==> src/design/ffpd_pkg.sv <==
`default_nettype none
// ----------------------------------------------------------------------------
// ffpd_pkg: shared types and constants of the fixed frame packet decoder
// Holds the request structs, controller commands, status codes, header
// offsets and the bytewise CRC-16/CCITT-FALSE update.
// ----------------------------------------------------------------------------
package ffpd_pkg;

  // Frame layout that does not depend on the body size.
  localparam int HEAD_BYTES = 12;
  localparam int TAIL_BYTES = 2;
  localparam int HDR_MAGIC0 = 0;
  localparam int HDR_MAGIC1 = 1;
  localparam int HDR_VERSION = 2;
  localparam int HDR_KIND = 3;
  localparam int HDR_SENDER = 4;
  localparam int HDR_TARGET = 5;
  localparam int HDR_SEQ_HI = 6;
  localparam int HDR_SEQ_LO = 7;
  localparam int HDR_ACK_HI = 8;
  localparam int HDR_ACK_LO = 9;
  localparam int HDR_LENGTH = 10;
  localparam int HDR_FLAGS = 11;

  localparam logic [15:0] CRC_POLY = 16'h1021;
  localparam logic [15:0] CRC_INIT = 16'hFFFF;

  // Result status codes.
  localparam logic [2:0] STATUS_OK = 3'd0;
  localparam logic [2:0] STATUS_LENGTH = 3'd1;
  localparam logic [2:0] STATUS_MAGIC = 3'd2;
  localparam logic [2:0] STATUS_VERSION = 3'd3;
  localparam logic [2:0] STATUS_KIND = 3'd4;
  localparam logic [2:0] STATUS_TARGET = 3'd5;
  localparam logic [2:0] STATUS_BODY_LENGTH = 3'd6;
  localparam logic [2:0] STATUS_CRC = 3'd7;

  // Configuration register indexes.
  localparam int CFG_IDX_W = 3;
  localparam logic [CFG_IDX_W-1:0] CFG_NODE_ADDRESS = 3'd0;
  localparam logic [CFG_IDX_W-1:0] CFG_MAGIC_FIRST = 3'd1;
  localparam logic [CFG_IDX_W-1:0] CFG_MAGIC_SECOND = 3'd2;
  localparam logic [CFG_IDX_W-1:0] CFG_FORMAT_VERSION = 3'd3;
  localparam logic [CFG_IDX_W-1:0] CFG_KIND_MIN = 3'd4;
  localparam logic [CFG_IDX_W-1:0] CFG_KIND_MAX = 3'd5;
  localparam logic [CFG_IDX_W-1:0] CFG_BODY_LENGTH_MIN = 3'd6;

  typedef struct packed {
    logic [7:0] rx_byte;
    logic       frame_end;
  } in_item_t;

  typedef struct packed {
    logic [2:0]  status_code;
    logic [7:0]  msg_kind;
    logic [7:0]  sender_node;
    logic [7:0]  target_node;
    logic [15:0] seq_number;
    logic [15:0] ack_number;
    logic [4:0]  body_length;
    logic [7:0]  flag_bits;
    logic [7:0]  body_byte;
    logic [3:0]  body_index;
    logic        run_end;
  } out_item_t;

  typedef enum logic [2:0] {
    ST_COLLECT,
    ST_CHECK,
    ST_DECIDE,
    ST_FETCH,
    ST_EMIT
  } state_t;

  // Commands from the controller to the datapath.
  typedef struct packed {
    logic take_byte;
    logic latch_status;
    logic load_error;
    logic load_body;
    logic step_index;
  } cmd_t;

  // Status from the datapath to the controller.
  typedef struct packed {
    logic frame_ok;
    logic last_index;
    logic out_free;
  } sts_t;

  function automatic logic [15:0] crc_feed(input logic [15:0] crc_in,
                                           input logic [7:0] data);
    logic [15:0] c;
    c = crc_in ^ {data, 8'h00};
    for (int i = 0; i < 8; i++) begin
      c = c[15] ? ({c[14:0], 1'b0} ^ CRC_POLY) : {c[14:0], 1'b0};
    end
    return c;
  endfunction

endpackage
`default_nettype wire

==> src/design/fixed_frame_packet_decoder_core.sv <==
`default_nettype none
// ----------------------------------------------------------------------------
// fixed_frame_packet_decoder_core: fixed-length frame deframer with CRC check
// Takes one received byte per request, checks a finished frame and emits
// either one error result or one result per body byte.
// ----------------------------------------------------------------------------
// A frame is 14 + BODY_BYTES bytes (30 by default): two magic bytes, version, message kind,
// sender, target, big-endian sequence and acknowledge, body length, flags,
// the body and a big-endian CRC-16/CCITT-FALSE over all preceding bytes.
// While a frame is being collected the block takes one byte request per
// clock. The request that carries frame_end starts a check, which latches
// the status and then decides; the block then emits either a single error
// result, or BODY_BYTES results bounded by the registered read of the body
// memory, which is fetched once per result ahead of loading the result
// register. No byte request is taken from the end of a frame until its last
// result has been loaded into the output register. The check reports the
// first failure in the order length, magic, version, kind range, target,
// body length range, CRC. Bytes past the frame length are ignored and force
// a length error.
// Configuration writes are accepted in any cycle but must only be issued
// while the block is idle; there is no clearing pass after reset.
// ----------------------------------------------------------------------------
module fixed_frame_packet_decoder_core #(
  parameter int BODY_BYTES = 16
) (
  input  wire logic                           clk,
  input  wire logic                           rst,
  input  wire logic                           byte_valid,
  output logic                                byte_ready,
  input  wire ffpd_pkg::in_item_t             byte_item,
  output logic                                result_valid,
  input  wire logic                           result_ready,
  output ffpd_pkg::out_item_t                 result_item,
  input  wire logic                           cfg_valid,
  output logic                                cfg_ready,
  input  wire logic [ffpd_pkg::CFG_IDX_W-1:0] cfg_index,
  input  wire logic [7:0]                     cfg_data
);

  ffpd_pkg::cmd_t cmd;
  ffpd_pkg::sts_t sts;

  // Configuration registers are plain flops, so a write never stalls.
  assign cfg_ready = 1'b1;

  // The controller sequences collection, checking and emission.
  ffpd_ctrl u_ctrl (
    .clk        (clk),
    .rst        (rst),
    .byte_valid (byte_valid),
    .frame_end  (byte_item.frame_end),
    .byte_ready (byte_ready),
    .sts        (sts),
    .cmd        (cmd)
  );

  // The datapath holds all frame storage, the check and the result register.
  ffpd_datapath #(
    .BODY_BYTES (BODY_BYTES)
  ) u_datapath (
    .clk          (clk),
    .rst          (rst),
    .cmd          (cmd),
    .sts          (sts),
    .byte_item    (byte_item),
    .cfg_valid    (cfg_valid),
    .cfg_index    (cfg_index),
    .cfg_data     (cfg_data),
    .result_valid (result_valid),
    .result_ready (result_ready),
    .result_item  (result_item)
  );

endmodule
`default_nettype wire

==> src/design/ffpd_ctrl.sv <==
`default_nettype none
// ----------------------------------------------------------------------------
// ffpd_ctrl: frame decoder controller
// Sequences byte collection, the end-of-frame check and result emission.
// ----------------------------------------------------------------------------
module ffpd_ctrl (
  input  wire logic           clk,
  input  wire logic           rst,
  input  wire logic           byte_valid,
  input  wire logic           frame_end,
  output logic                byte_ready,
  input  wire ffpd_pkg::sts_t sts,
  output ffpd_pkg::cmd_t      cmd
);

  ffpd_pkg::state_t state;
  ffpd_pkg::state_t state_next;

  always_ff @(posedge clk) begin
    if (rst) begin
      state <= ffpd_pkg::ST_COLLECT;
    end else begin
      state <= state_next;
    end
  end

  always_comb begin
    state_next = state;
    cmd = '0;
    byte_ready = 1'b0;
    case (state)
      ffpd_pkg::ST_COLLECT: begin
        byte_ready = 1'b1;
        if (byte_valid) begin
          cmd.take_byte = 1'b1;
          if (frame_end) begin
            state_next = ffpd_pkg::ST_CHECK;
          end
        end
      end
      ffpd_pkg::ST_CHECK: begin
        cmd.latch_status = 1'b1;
        state_next = ffpd_pkg::ST_DECIDE;
      end
      ffpd_pkg::ST_DECIDE: begin
        if (sts.frame_ok) begin
          state_next = ffpd_pkg::ST_EMIT;
        end else if (sts.out_free) begin
          cmd.load_error = 1'b1;
          state_next = ffpd_pkg::ST_COLLECT;
        end
      end
      ffpd_pkg::ST_FETCH: begin
        state_next = ffpd_pkg::ST_EMIT;
      end
      ffpd_pkg::ST_EMIT: begin
        if (sts.out_free) begin
          cmd.load_body = 1'b1;
          if (sts.last_index) begin
            state_next = ffpd_pkg::ST_COLLECT;
          end else begin
            cmd.step_index = 1'b1;
            state_next = ffpd_pkg::ST_FETCH;
          end
        end
      end
      default: begin
        state_next = ffpd_pkg::ST_COLLECT;
      end
    endcase
  end

endmodule
`default_nettype wire

==> src/design/ffpd_datapath.sv <==
`default_nettype none
// ----------------------------------------------------------------------------
// ffpd_datapath: frame decoder datapath
// Byte counter, CRC register, header and trailer registers, body memory,
// configuration registers, the frame check and the result register.
// ----------------------------------------------------------------------------
module ffpd_datapath #(
  parameter int BODY_BYTES = 16
) (
  input  wire logic                               clk,
  input  wire logic                               rst,
  input  wire ffpd_pkg::cmd_t                     cmd,
  output ffpd_pkg::sts_t                          sts,
  input  wire ffpd_pkg::in_item_t                 byte_item,
  input  wire logic                               cfg_valid,
  input  wire logic [ffpd_pkg::CFG_IDX_W-1:0]     cfg_index,
  input  wire logic [7:0]                         cfg_data,
  output logic                                    result_valid,
  input  wire logic                               result_ready,
  output ffpd_pkg::out_item_t                     result_item
);

  localparam int FRAME_BYTES = ffpd_pkg::HEAD_BYTES + BODY_BYTES + ffpd_pkg::TAIL_BYTES;
  localparam int CRC_AT = ffpd_pkg::HEAD_BYTES + BODY_BYTES;
  localparam int COUNT_CAP = FRAME_BYTES + 1;
  localparam int CNT_W = $clog2(COUNT_CAP + 1);
  localparam int IDX_W = (BODY_BYTES > 1) ? $clog2(BODY_BYTES) : 1;

  // Configuration registers.
  logic [7:0] node_address;
  logic [7:0] magic_first;
  logic [7:0] magic_second;
  logic [7:0] format_version;
  logic [7:0] kind_min;
  logic [7:0] kind_max;
  logic [4:0] body_length_min;

  always_ff @(posedge clk) begin
    if (rst) begin
      node_address <= 8'd0;
      magic_first <= 8'd0;
      magic_second <= 8'd0;
      format_version <= 8'd0;
      kind_min <= 8'd0;
      kind_max <= 8'hFF;
      body_length_min <= 5'd0;
    end else if (cfg_valid) begin
      case (cfg_index)
        ffpd_pkg::CFG_NODE_ADDRESS: node_address <= cfg_data;
        ffpd_pkg::CFG_MAGIC_FIRST: magic_first <= cfg_data;
        ffpd_pkg::CFG_MAGIC_SECOND: magic_second <= cfg_data;
        ffpd_pkg::CFG_FORMAT_VERSION: format_version <= cfg_data;
        ffpd_pkg::CFG_KIND_MIN: kind_min <= cfg_data;
        ffpd_pkg::CFG_KIND_MAX: kind_max <= cfg_data;
        ffpd_pkg::CFG_BODY_LENGTH_MIN: body_length_min <= cfg_data[4:0];
        default: ;
      endcase
    end
  end

  // Byte position and running CRC.
  logic [CNT_W-1:0] byte_count;
  logic [15:0]      crc_register;
  logic [7:0]       rx;
  logic             in_head;
  logic             in_body;
  logic             before_crc;
  logic [CNT_W-1:0] body_off;
  logic [IDX_W-1:0] wr_addr;

  assign rx = byte_item.rx_byte;
  assign in_head = byte_count < CNT_W'(ffpd_pkg::HEAD_BYTES);
  assign before_crc = byte_count < CNT_W'(CRC_AT);
  assign in_body = !in_head && before_crc;
  assign body_off = byte_count - CNT_W'(ffpd_pkg::HEAD_BYTES);
  assign wr_addr = body_off[IDX_W-1:0];

  always_ff @(posedge clk) begin
    if (rst) begin
      byte_count <= '0;
      crc_register <= ffpd_pkg::CRC_INIT;
    end else if (cmd.latch_status) begin
      byte_count <= '0;
      crc_register <= ffpd_pkg::CRC_INIT;
    end else if (cmd.take_byte) begin
      if (before_crc) begin
        crc_register <= ffpd_pkg::crc_feed(crc_register, rx);
      end
      if (byte_count < CNT_W'(COUNT_CAP)) begin
        byte_count <= byte_count + CNT_W'(1);
      end
    end
  end

  // Header and received CRC registers.
  logic [7:0]  hdr [ffpd_pkg::HEAD_BYTES];
  logic [15:0] crc_received;

  always_ff @(posedge clk) begin
    if (cmd.take_byte) begin
      for (int i = 0; i < ffpd_pkg::HEAD_BYTES; i++) begin
        if (byte_count == CNT_W'(i)) begin
          hdr[i] <= rx;
        end
      end
      if (byte_count == CNT_W'(CRC_AT)) begin
        crc_received[15:8] <= rx;
      end
      if (byte_count == CNT_W'(CRC_AT + 1)) begin
        crc_received[7:0] <= rx;
      end
    end
  end

  // Body memory: one write port while collecting, one registered read port.
  logic [7:0]       body_mem [BODY_BYTES];
  logic [7:0]       body_rdata;
  logic [IDX_W-1:0] emit_index;

  always_ff @(posedge clk) begin
    if (cmd.take_byte && in_body) begin
      body_mem[wr_addr] <= rx;
    end
    body_rdata <= body_mem[emit_index];
  end

  always_ff @(posedge clk) begin
    if (rst) begin
      emit_index <= '0;
    end else if (cmd.latch_status) begin
      emit_index <= '0;
    end else if (cmd.step_index) begin
      emit_index <= emit_index + IDX_W'(1);
    end
  end

  // Frame check, first failure wins.
  logic [2:0] status_calc;
  logic [2:0] status_reg;
  logic [7:0] kind;
  logic [7:0] len;

  assign kind = hdr[ffpd_pkg::HDR_KIND];
  assign len = hdr[ffpd_pkg::HDR_LENGTH];

  always_comb begin
    if (byte_count != CNT_W'(FRAME_BYTES)) begin
      status_calc = ffpd_pkg::STATUS_LENGTH;
    end else if (hdr[ffpd_pkg::HDR_MAGIC0] != magic_first ||
                 hdr[ffpd_pkg::HDR_MAGIC1] != magic_second) begin
      status_calc = ffpd_pkg::STATUS_MAGIC;
    end else if (hdr[ffpd_pkg::HDR_VERSION] != format_version) begin
      status_calc = ffpd_pkg::STATUS_VERSION;
    end else if (kind < kind_min || kind > kind_max) begin
      status_calc = ffpd_pkg::STATUS_KIND;
    end else if (hdr[ffpd_pkg::HDR_TARGET] != node_address) begin
      status_calc = ffpd_pkg::STATUS_TARGET;
    end else if (len < {3'b000, body_length_min} || len > 8'(BODY_BYTES)) begin
      status_calc = ffpd_pkg::STATUS_BODY_LENGTH;
    end else if (crc_received != crc_register) begin
      status_calc = ffpd_pkg::STATUS_CRC;
    end else begin
      status_calc = ffpd_pkg::STATUS_OK;
    end
  end

  always_ff @(posedge clk) begin
    if (cmd.latch_status) begin
      status_reg <= status_calc;
    end
  end

  // Result register.
  ffpd_pkg::out_item_t item_next;
  logic                out_free;
  logic                last_index;

  assign out_free = !result_valid || result_ready;
  assign last_index = emit_index == IDX_W'(BODY_BYTES - 1);

  always_comb begin
    item_next = '0;
    if (cmd.load_error) begin
      item_next.status_code = status_reg;
      item_next.run_end = 1'b1;
    end else begin
      item_next.status_code = ffpd_pkg::STATUS_OK;
      item_next.msg_kind = kind;
      item_next.sender_node = hdr[ffpd_pkg::HDR_SENDER];
      item_next.target_node = hdr[ffpd_pkg::HDR_TARGET];
      item_next.seq_number = {hdr[ffpd_pkg::HDR_SEQ_HI], hdr[ffpd_pkg::HDR_SEQ_LO]};
      item_next.ack_number = {hdr[ffpd_pkg::HDR_ACK_HI], hdr[ffpd_pkg::HDR_ACK_LO]};
      item_next.body_length = len[4:0];
      item_next.flag_bits = hdr[ffpd_pkg::HDR_FLAGS];
      item_next.body_byte = body_rdata;
      item_next.body_index = 4'(emit_index);
      item_next.run_end = last_index;
    end
  end

  always_ff @(posedge clk) begin
    if (rst) begin
      result_valid <= 1'b0;
    end else if (cmd.load_error || cmd.load_body) begin
      result_valid <= 1'b1;
    end else if (result_ready) begin
      result_valid <= 1'b0;
    end
  end

  always_ff @(posedge clk) begin
    if (cmd.load_error || cmd.load_body) begin
      result_item <= item_next;
    end
  end

  assign sts.frame_ok = status_reg == ffpd_pkg::STATUS_OK;
  assign sts.last_index = last_index;
  assign sts.out_free = out_free;

`ifndef SYNTHESIS
  a_count_cleared: assert property (@(posedge clk) disable iff (rst)
    cmd.latch_status |=> byte_count == '0 && crc_register == ffpd_pkg::CRC_INIT)
    else $error("byte count or CRC not reloaded after frame end");

  a_load_when_free: assert property (@(posedge clk) disable iff (rst)
    (cmd.load_error || cmd.load_body) |-> out_free)
    else $error("result register overwritten before it was taken");

  a_error_single: assert property (@(posedge clk) disable iff (rst)
    cmd.load_error |=> result_item.run_end && result_item.body_index == 4'd0 &&
                       result_item.status_code != ffpd_pkg::STATUS_OK)
    else $error("error result malformed");

  a_body_last: assert property (@(posedge clk) disable iff (rst)
    (cmd.load_body && last_index) |=> result_item.run_end &&
                                      result_item.body_index == 4'(BODY_BYTES - 1))
    else $error("last body result not marked");
`endif

endmodule
`default_nettype wire
==> config.mk <==
export PLATFORM = sky130hd
export DESIGN_NAME = fixed_frame_packet_decoder_core
export DESIGN_NICKNAME = d
export VERILOG_FILES = /design/src/design/ffpd_pkg.sv /design/src/design/fixed_frame_packet_decoder_core.sv /design/src/design/ffpd_ctrl.sv /design/src/design/ffpd_datapath.sv
export SDC_FILE = /design/constraint.sdc
export NUM_CORES = 1
export LEC_CHECK = 0
export BUFFER_PORTS_ARGS = -buffer_cell sky130_fd_sc_hd__buf_2
export CORE_MARGIN = 4
export CORE_UTILIZATION = 50
export DETAILED_ROUTE_END_ITERATION = 8
export HOLD_SLACK_MARGIN = 0.02
export PLACE_DENSITY = 0.65
export SYNTH_ARGS = -nofsm -noshare
export SYNTH_HDL_FRONTEND = slang
export SYNTH_SLANG_ARGS = --single-unit
==> constraint.sdc <==
create_clock -name clk -period 7.01 [get_ports clk]
set_input_delay 1.402 -clock clk [delete_from_list [all_inputs] [get_ports clk]]
set_output_delay 1.402 -clock clk [all_outputs]
set_load 0.03 [all_outputs]
# == After elaboration in Yosys (flattened, before gate mapping) ==
# Memories as Yosys holds them, arrays and structs flattened. A register that Yosys moved wholly into a read port is not among the register bits.
# Index checks and enable logic that the tools add are counted.
# word_totals
ramBits,224
latch_bits,0
reg_bits,138
mem_bits_ro,0
memories,2
# classes
bitwise,9
magnitude_cmp,7
n_mul,0
muxes,104
shift,0
n_eq_ne,34
n_div,0
n_reduce_logical,39
n_addsub,3
# mem_list
memory,words,width,read_ports,rd_clocked_by_memory_dff,write_ports,line_no,text
u_datapath.body_mem,16,8,1,1,1,ffpd_datapath.sv:116,logic [7:0] body_mem [BODY_BYTES];
u_datapath.hdr,12,8,12,6,1,ffpd_datapath.sv:96,logic [7:0] hdr [ffpd_pkg::HEAD_BYTES];
# ops
operator,count
$mux 13,8
$mux 8,11
$reduce_or 8->1,11
$mux 1,59
$mux 4,11
$ne 8x8->1,4
$mux 3,9
$not 3->3,8
$reduce_and 2->1,11
$eq 5x3->1 const B,4
$eq 5x4->1 const B,4
$ne 16x16->1,1
$xor 16x16->16,1
$pmux 3 s5,1
$eq 3x2->1 const B,4
$eq 3x3->1 const B,4
$eq 5x2->1 const B,2
$eq 5x5->1 const B,2
$lt 5x5->1 const B,2
$mux 2,5
$logic_not 3->1,3
$gt 8x5->1 const B,1
$gt 8x8->1,1
$lt 8x5->1,1
20 further kinds,28

# == Logic depth before layout (Yosys ltp) ==
# Gate-level depths: netlist of the first run.
# logic_depth
ltp_word,17
mapped_depth,7

# == Hierarchy ==
# From an unflattened synthesis of the first run, not the netlist that was laid out.
# unflattened
hier_cells,1075
hier_area_um2,16308.1
# modules_own_cells
module,n_inst,seq_area_each_um2,area_per_inst_um2,cells_per_inst
ffpd_datapath,1,11591.1,16064.2,1046
ffpd_ctrl,1,60.1,232.7,27
fixed_frame_packet_decoder_core,1,0.0,11.3,2

# == Worst setup path after synthesis of the first run ==
# Ideal clock, no wire load.
# synth_timing
path_kind,input to register
start,input port result_ready
end,register result_item[13] (netlist name)
setup_time_ns,0.539
required_time_ns,6.471
path_buffers,0
slack_ns,1.151
cell_stages,2
t_arrival_ns,5.321
cell_sequence,nand2b_1 > nor2b_1
# synth_between
elab_chain_len,5
elab_cells_between_ends,7
# synth_rtl
element,line_no,text
start: declaration,fixed_frame_packet_decoder_core.sv:32,"input wire logic result_ready,"
$logic_or 1x1->1 *,ffpd_datapath.sv:178,assign out_free = !result_valid || result_ready;
$mux 1,ffpd_ctrl.sv:48,end else if (sts.out_free) begin
$mux 1,ffpd_ctrl.sv:46,if (sts.frame_ok) begin
$mux 1,ffpd_ctrl.sv:31,case (state)
$logic_or 1x1->1,ffpd_datapath.sv:212,if (cmd.load_error || cmd.load_body) begin
# Mark *: on every way between the ends. The rest lies on a longest branch, timed or not.
# A chain may end at the register's enable or synchronous reset.

# == Worst setup path after layout of the first run ==
# layout_timing
start,input port byte_valid
end,"memory u_datapath.hdr[3][5], in the netlist u_datapath.hdr[0][29], enable pin"
# layout_between
elab_chain_len,16
elab_cells_between_ends,59
# layout_rtl
element,line_no,text
start: declaration,fixed_frame_packet_decoder_core.sv:28,"input wire logic byte_valid,"
$mux 1 *,ffpd_ctrl.sv:34,if (byte_valid) begin
$mux 1 *,ffpd_ctrl.sv:31,
$mux 1,ffpd_datapath.sv:100,if (cmd.take_byte) begin
$mux 1 (not written as such),ffpd_datapath.sv:103,hdr[i] <= rx;
$reduce_or 8->1 (no line),n/a,
$mux 4 (no line) / $mux 1 (equally long branches) (11 in series),n/a,
end: declaration,ffpd_datapath.sv:96,
# Marked as above.

==> results.yml, run 1 <==
cts:
  cts.repair.resized: 0
  path_clk_slew_ns: 0.06
  clkLatencyLatePin_ns: 0.54
  numCtsBuffers: 43
  numClockSinks: 418
  clock_path_buffers: 3
  cts_hold_buf: 0
  cts_tree: "done"
  ctsHtreeMaxLevel: 2
  cts_setup_buffers: 0
  cts_root_buffer: "clkbuf_16"
setup_path:
  cp_max_fo: 8
  cp_top_family: "simple AND/OR/NAND/NOR gates"
  cp-end-kind: "flip-flop"
  cp-start-kind: "primary input"
  max_stage_delay_ns: 0.91
  slowest_stage: "nor3_1"
  worstPathRequired_ns: 7.16
  worst-setup-path-type: "primary input to flip-flop"
  cp_cell_sequence: "buf_2 > or4b_4 > nor2_1 > nand2_1 > nor3_1"
  crit_arrival_ns: 3.44
  crit_buf_inv: 1
synth:
  synth_xor_area_share_pct: 4.217
  synth.most_common_cell: "edfxtp_1"
  ys_ff_latch: 418
  synth_area_leaders: "edfxtp_1 61%, dfxtp_1 11%, mux4_2 5.6%"
  avgSynthCellArea_um2: 15.40
  yosys-mux-area-fraction_pct: 6.612
  ys_types: 55
  async_flop_share_pct: 0
  synth_cells: 1052
  synthSimpleGateAreaFrac_pct: 10.39
  synth_fa_ha_area_share_pct: 1.854
  synth_compound_area_share_pct: 3.213
  synth_edf_count: 328
  synth_commonest_cells: "328 x edfxtp_1, 116 x nand2_1, 90 x dfxtp_1"
  synth.net_count: 1101
  ys.flop_type: "edfxtp_1"
  synth_area_um2: 16200
  synth_top_area_share_pct: 60.80
  yosysSeqAreaShare_pct: 71.92
  yosys.area.top_type: "edfxtp_1"
  yosysWarnings: 0
  synth_top_family_by_area: "simple AND/OR/NAND/NOR gates"
timing:
  final_hold_viol_count: 0
  fmax_mhz: 303.3
  setup_ws_ns: 3.713
  slew_violations: 0
  tns_ns: 0
  period_share_pct: 47.03
  worst_hold_slack_ns: 0.4582
  period_minus_slack_ns: 3.297
  setup_viol: 0
  slew_headroom_pct: 25.16
  finClkSkew_ns: 0.02164
  tightest_slew_ns: 1.114
  rsz0062_at_grt: "false"
place:
  dp_hpwl_um: 20560
  placed_cells: 1534
  io_buffers: 111
  place_congestion: 0.7667
  dp_slack_ns: 3.193
min_path:
  hp-class: "flip-flop to flip-flop"
cells_and_area:
  final_util_pct: 58.28
  syn_to_final_growth_pct: 14.11
  largest_reg_flops: 128
  diodes: 0
  fin_nets: 1226
  final_cells: 1614
  largest-register: "u_datapath.body_mem"
  drive_gt1_share_pct: 18.65
  largestRegisters: "u_datapath.body_mem: 128 flops, u_datapath.hdr: 96 flops, result_item: 61 flops"
drt:
  viasPerCell: 5.349
  vias: 8634
  drc: 0
  ant_nets: 0
  drt_iter0_drc: 631
  drtPass1Iterations: 4
  wl_per_cell_um: 20.40
  wl_um: 32920
die:
  fp.coreArea_um2: 31720
  ioPinCount: 113
  die_w_um: 188.0
  die_h_um: 188.0
  dieArea_um2: 35340
  core.rowCount: 65
  start_util_pct: 51.07
global_route:
  grt_pass1_vias: 8670
  grtUsageTotal_pct: 18.59
  grt_max_degree: 86
  grt_first_pass_wirelength_um: 51250
  grt-ovfl-total: 0
  antenna_found_initial: 0
power:
  p_leak_nw: 6.368
  sw_frac_of_total_pct: 22.67
  power_density_nw_per_um2: 290.0
  pwr-share-seq_pct: 52.2
  clkPwrFrac_pct: 40.6
  p_int_mw: 4.145
  ir_drop_mv: 0.2203
  p_sw_mw: 1.215
  combPwrFrac_pct: 7.2
job:
  maxCapViolCount: 0
outcome:
  outcome: "finished clean"
[tightest hold or removal path, delay by kind of cell, from the launching register on]
| family | cells | cell delay [ns] |
|---|---|---|
| simple gates | 1 | 0.05 |
| flops | 1 | 0.31 |
| compound gates | 1 | 0.05 |
[path summary, 6_finish.rpt]
check	from	to	slack, ns	cells after the start
hold / removal	u_datapath.kind_min[4]	u_datapath.kind_min[4]	0.46	2
setup / recovery	byte_valid	u_datapath.hdr[0][29]	3.71	5
setup reg to reg	u_ctrl.state[1]	u_datapath.result_item[76]	3.98	4
hold reg to reg	u_datapath.kind_min[4]	u_datapath.kind_min[4]	0.46	2
[through the flow]
stage                     total power [mW]  cell area, um^2
final                                5.360            18490
after global routing                 5.555            18490
after global placement               3.235            17130
after floorplan                      3.112            16200
after CTS                            5.415            18490
after detailed placement             3.240            17130
[layout by cell type, fill, tap and decap left out, types with 8 or more instances in the layout]
| master | n |
|---|---|
| dfxtp_1 | 89 |
| mux2i_1 | 17 |
| clkbuf_16 | 44 |
| nor2_1 | 48 |
| inv_1 | 25 |
| buf_2 | 111 |
| edfxtp_1 | 328 |
| mux4_2 | 40 |
| ha_1 | 24 |
| xnor2_1 | 41 |
| nand2_1 | 116 |
| clkbuf_1 | 12 |
| nor3_1 | 10 |
| clkinv_1 | 8 |
| xor2_1 | 37 |
| nand4_1 | 10 |
| and2_1 | 17 |
| clkinv_2 | 9 |
| a21oi_1 | 39 |
| nand3b_1 | 10 |
| nor2b_1 | 82 |
| o211ai_1 | 17 |
[cell type report]
class	count	area (um^2)
tap	402	503.0
inverter	25	93.84
fill	2479	13230
sequential	418	11650
timing repair buffer	118	608.1
clock inverter	24	206.4
multi-input combinational	571	4275
clock buffer	56	1146
[cells by family (layout without fill, tap and decap cells)]
logic type	count (synthesis)	in the layout
other	1	1
buffers and inverters	63	223
adders and majority gates	24	24
and+or+nand+nor	331	331
xor gates and xnor gates	78	78
muxes	57	57
AOI/OAI and AO/OA	80	80
DFF	418	418
[power groups by stage]
| stage | clock network [mW] | logic, mW | registers [mW] |
|---|---|---|---|
| 4_1_cts | 2.23 | 0.394 | 2.80 |
| 2_1_floorplan | 0 | 0.220 | 2.89 |
| 3_5_place_dp | 0 | 0.392 | 2.85 |
| 3_3_place_gp | 0 | 0.386 | 2.85 |
| 5_1_grt | 2.32 | 0.429 | 2.80 |
| 6_report | 2.18 | 0.388 | 2.80 |
[layer usage]
layer | wire, um | global-route usage (%) | vias up
met3 | 1844 | 3.109 | 46
li1 | - | - | 4101
met2 | 15400 | 29.57 | 252
met4 | 643 | 4.630 | 0
met1 | 15040 | 27.10 | 4235
met5 | 0 | 0 | -
(Power assumes the default switching activity.)
==> run 2: changes to the inputs <==
Clock period 7.01 ns to 3.3 ns, I/O delays scaled along.
==> run 2 against run 1 <==
  * Setup slack worse by 2.8 ns
  * Register-to-register slack got worse by 3.1 ns
  * Sequential share of layout area is 0.56 points lower
  * Total power up 110%
  * First-iteration DRC count grew 7.6%
  * Critical path type is now flip-flop to flip-flop
  * Largest cell class unchanged
  * Largest power group unchanged
==> results.yml, run 2 (synthesis gave the netlist of run 1 again) <==
die:
  die_w_um: 188.0
  dieArea_um2: 35340
  fp.coreArea_um2: 31720
  core.rowCount: 65
  die_h_um: 188.0
  start_util_pct: 51.07
  ioPinCount: 113
drt:
  drc: 0
  wl_um: 33160
  ant_nets: 0
  wl_per_cell_um: 20.34
  drt_iter0_drc: 679
  drtPass1Iterations: 5
  viasPerCell: 5.364
  vias: 8744
outcome:
  outcome: "finished clean"
place:
  place_congestion: 0.7994
  io_buffers: 111
  placed_area_um2: 17290
  placed_cells: 1550
  dp_slack_ns: 0.6043
  dp_hpwl_um: 21390
cts:
  path_clk_slew_ns: 0.06
  clock_path_buffers: 3
  numCtsBuffers: 43
  clkLatencyLatePin_ns: 0.54
  cts_root_buffer: "clkbuf_16"
  cts_tree: "done"
  cts_setup_buffers: 0
  numClockSinks: 418
  cts_hold_buf: 0
  ctsHtreeMaxLevel: 2
  cts.repair.resized: 0
job:
  maxCapViolCount: 0
timing:
  worst_hold_slack_ns: 0.4551
  setup_ws_ns: 0.9241
  tightest_slew_ns: 0.9433
  finClkSkew_ns: 0.01168
  final_hold_viol_count: 0
  setup_viol: 0
  rsz0062_at_grt: "false"
  period_minus_slack_ns: 2.376
  fmax_mhz: 420.9
  period_share_pct: 72.00
  slew_headroom_pct: 36.63
  slew_violations: 0
  tns_ns: 0
power:
  finalPower_mw: 11.40
  p_leak_nw: 6.459
  ir_drop_mv: 0.3858
  power_density_nw_per_um2: 611.4
global_route:
  grt_pass1_vias: 8741
  grt_first_pass_wirelength_um: 51680
  grtUsageTotal_pct: 18.89
  antenna_found_initial: 0
  grt_max_degree: 86
  grt-ovfl-total: 0
setup_path:
  cp-end-kind: "flip-flop"
  worst-setup-path-type: "flip-flop to flip-flop"
  cp_max_fo: 3
  worstPathRequired_ns: 3.58
  crit_arrival_ns: 2.66
  cp-start-kind: "flip-flop"
cells_and_area:
  final_cell_mix: "328 x edfxtp_1, 116 x nand2_1, 111 x buf_2, 89 x dfxtp_1, 82 x nor2b_1"
  final_util_pct: 58.80
  largestRegisters: "u_datapath.body_mem: 128 flops, u_datapath.hdr: 96 flops, result_item: 61 flops"
  final_common_cell: "edfxtp_1"
  syn_to_final_growth_pct: 15.13
  largest_reg_flops: 128
  fin_area_um2: 18650
  fin_nets: 1242
  diodes: 0
  drive_gt1_share_pct: 20.11
  final_cells: 1630
  largest-register: "u_datapath.body_mem"
min_path:
  hp-class: "primary input to flip-flop"
[run 2: routing by layer]
metal / wire length (um) / vias to the layer above / track usage [%]
met5: 0 / - / 0
met4: 674 / 0 / 4.715
met2: 15240 / 238 / 29.60
met3: 1900 / 58 / 3.351
li1: - / 4121 / -
met1: 15350 / 4327 / 27.81
[run 2: path summary, 6_finish.rpt]
path | from | end | slack [ns] | cells past startpoint
setup / recovery | u_datapath.hdr[0][27] | u_datapath.status_reg[2] | 0.92 | 6
hold / removal | cfg_data[7] | u_datapath.magic_first[7] | 0.46 | 3
hold reg to reg | u_datapath.kind_min[3] | u_datapath.kind_min[3] | 0.46 | 2
setup reg to reg | u_datapath.hdr[0][27] | u_datapath.status_reg[2] | 0.92 | 6
[run 2: final cells by class]
class	count	area [um^2]
Clock buffer	56	1166
Clock inverter	24	193.9
Fill cell	2490	13070
Inverter	25	93.84
Multi-Input combinational cell	571	4275
Sequential cell	418	11650
Tap cell	402	503.0
Timing Repair Buffer	134	765.7
[run 2: critical path, cell delays in order (launching register included)]
cell	delay, ns
edfxtp_1	0.42
ha_1	0.31
and3_1	0.21
a221o_1	0.34
a22oi_1	0.40
nand3b_1	0.17
o2111a_1	0.28
[run 2: power breakdown]
part | internal [mW] | total [mW] | switching, mW
Combinational | 0.285 | 0.852 | 0.566
Clock | 2.67 | 4.62 | 1.95
Sequential | 5.84 | 5.93 | 0.0951
==> run 3: changes to the inputs <==
Clock period 3.3 ns to 2.3 ns, I/O delays scaled along.
==> run 3 against run 2 <==
  * Routed wire length grew 2.7%
  * Via count grew 1.2%
  * Setup slack lost 0.78 ns
==> results.yml, run 3 (synthesis gave the netlist of run 1 again) <==
power:
  p_leak_nw: 6.631
  ir_drop_mv: 0.5731
  power_density_nw_per_um2: 878.4
cells_and_area:
  final_cells: 1657
  syn_to_final_growth_pct: 16.88
  largestRegisters: "u_datapath.body_mem: 128 flops, u_datapath.hdr: 96 flops, result_item: 61 flops"
  fin_area_um2: 18930
  final_common_cell: "edfxtp_1"
  fin_nets: 1269
  multiInputGateArea_um2: 4293
  diodes: 0
  largest_reg_flops: 128
  drive_gt1_share_pct: 22.07
  final_cell_mix: "328 x edfxtp_1, 116 x nand2_1, 111 x buf_2, 87 x dfxtp_1, 82 x nor2b_1"
  largest-register: "u_datapath.body_mem"
  fillerInstances: 2404
  seqCellArea_um2: 11660
cts:
  numCtsBuffers: 43
  clock_path_buffers: 3
  cts.repair.resized: 0
  cts_setup_buffers: 0
  path_clk_slew_ns: 0.06
  clkLatencyLatePin_ns: 0.53
  cts_root_buffer: "clkbuf_16"
  cts_tree: "done"
  ctsHtreeMaxLevel: 2
  numClockSinks: 418
  cts_hold_buf: 0
setup_path:
  rr_worst_depth: 6
  reg2reg_slack_ns: 0.15
  crit_arrival_ns: 2.44
  worstPathRequired_ns: 2.59
  cp-end-kind: "flip-flop"
  r2r-end: "u_datapath.status_reg[2]"
  worst-setup-path-type: "flip-flop to flip-flop"
  cp_max_fo: 3
  cp-start-kind: "flip-flop"
  r2r-start: "u_datapath.hdr[0][26]"
die:
  die_h_um: 188.0
  core.rowCount: 65
  die_w_um: 188.0
  fp.coreArea_um2: 31720
  ioPinCount: 113
  dieArea_um2: 35340
  start_util_pct: 51.07
place:
  place_congestion: 0.8076
  dp_slack_ns: 0.07204
  placed_area_um2: 17510
  dp_hpwl_um: 21620
  io_buffers: 111
  placed_cells: 1576
timing:
  tns_ns: 0
  period_share_pct: 93.53
  slew_headroom_pct: 27.57
  slew_violations: 0
  final_hold_viol_count: 0
  tightest_slew_ns: 1.082
  setup_viol: 0
  period_minus_slack_ns: 2.151
  setup_ws_ns: 0.1489
  finClkSkew_ns: 0.01928
  rsz0062_at_grt: "false"
  fmax_mhz: 464.9
global_route:
  grtUsageTotal_pct: 19.00
  grt_first_pass_wirelength_um: 51850
  grt_pass1_vias: 8699
  grt_max_degree: 86
  grt-ovfl-total: 0
  antenna_found_initial: 1
drt:
  drt_iter0_drc: 740
  ant_nets: 0
  drc: 0
  viasPerCell: 5.338
  wl_per_cell_um: 20.55
  wl_um: 34050
  drtPass1Iterations: 5
  vias: 8845
min_path:
  whs_endpoint: "u_datapath.magic_first[6]"
  min_from: "cfg_data[6]"
  min_delay_path_depth: 3
  hp-class: "primary input to flip-flop"
outcome:
  outcome: "finished clean"
job:
  maxCapViolCount: 0
## run 3: critical path, cell delays in order, from the launching register on
cell and delay [ns]:
edfxtp_1 0.45, ha_1 0.32, and3_1 0.17, a221o_1 0.34, a22oi_1 0.21, nand3b_1 0.14
o2111a_1 0.28
## run 3: area by class of cell
| cell class | count | share of cell area, % |
|---|---|---|
| sequential | 418 | 61.57 |
| multi-input combinational | 572 | 22.67 |
| clock inverter | 19 | 1.156 |
| tap | 402 | 2.657 |
| clock buffer | 61 | 6.304 |
| timing repair buffer | 160 | 5.141 |
| inverter | 25 | 0.4956 |
## run 3: through the flow
stage / hold WS (ns) / power, mW / util (%)
floorplan: 0.4363 / 9.480 / -
global placement: 0.4474 / 9.930 / 55.21
detailed placement: 0.4506 / 9.948 / 55.21
CTS: 0.2520 / 16.78 / 59.66
global route: 0.2580 / 17.25 / 59.69
finish: 0.2674 / 16.63 / 59.69
## run 3: power by group
group	internal [mW]	switching, mW	total [mW]	leakage, nW
registers	8.38	0.137	8.51	3.70
logic	0.430	0.834	1.26	2.25
clock network	4.09	2.76	6.85	0.687
## run 3: how the worst max path moves through the flow
stage                     startpoint  slack (ns)  cells after the start                    endpoint
2_1_floorplan        u_ctrl.state[1]       -0.30                      3             result_item[13]
3_3_place_gp              byte_valid        0.09                      6       u_datapath.hdr[0][28]
3_5_place_dp              byte_valid        0.07                      6       u_datapath.hdr[0][30]
4_1_cts              u_ctrl.state[1]        0.09                      4  u_datapath.result_item[77]
5_1_grt        u_datapath.hdr[0][27]        0.02                      6    u_datapath.status_reg[2]
6_report       u_datapath.hdr[0][26]        0.15                      6    u_datapath.status_reg[2]
## run 3: metal layers
layer  GRT usage (%)  share of wire (%)  vias up
met5               0                  0        -
met4           4.489                1.6        0
met3           2.848                5.6       41
met2           30.93                 47      280
met1           27.37                 45     4338
li1                -                  -     4186
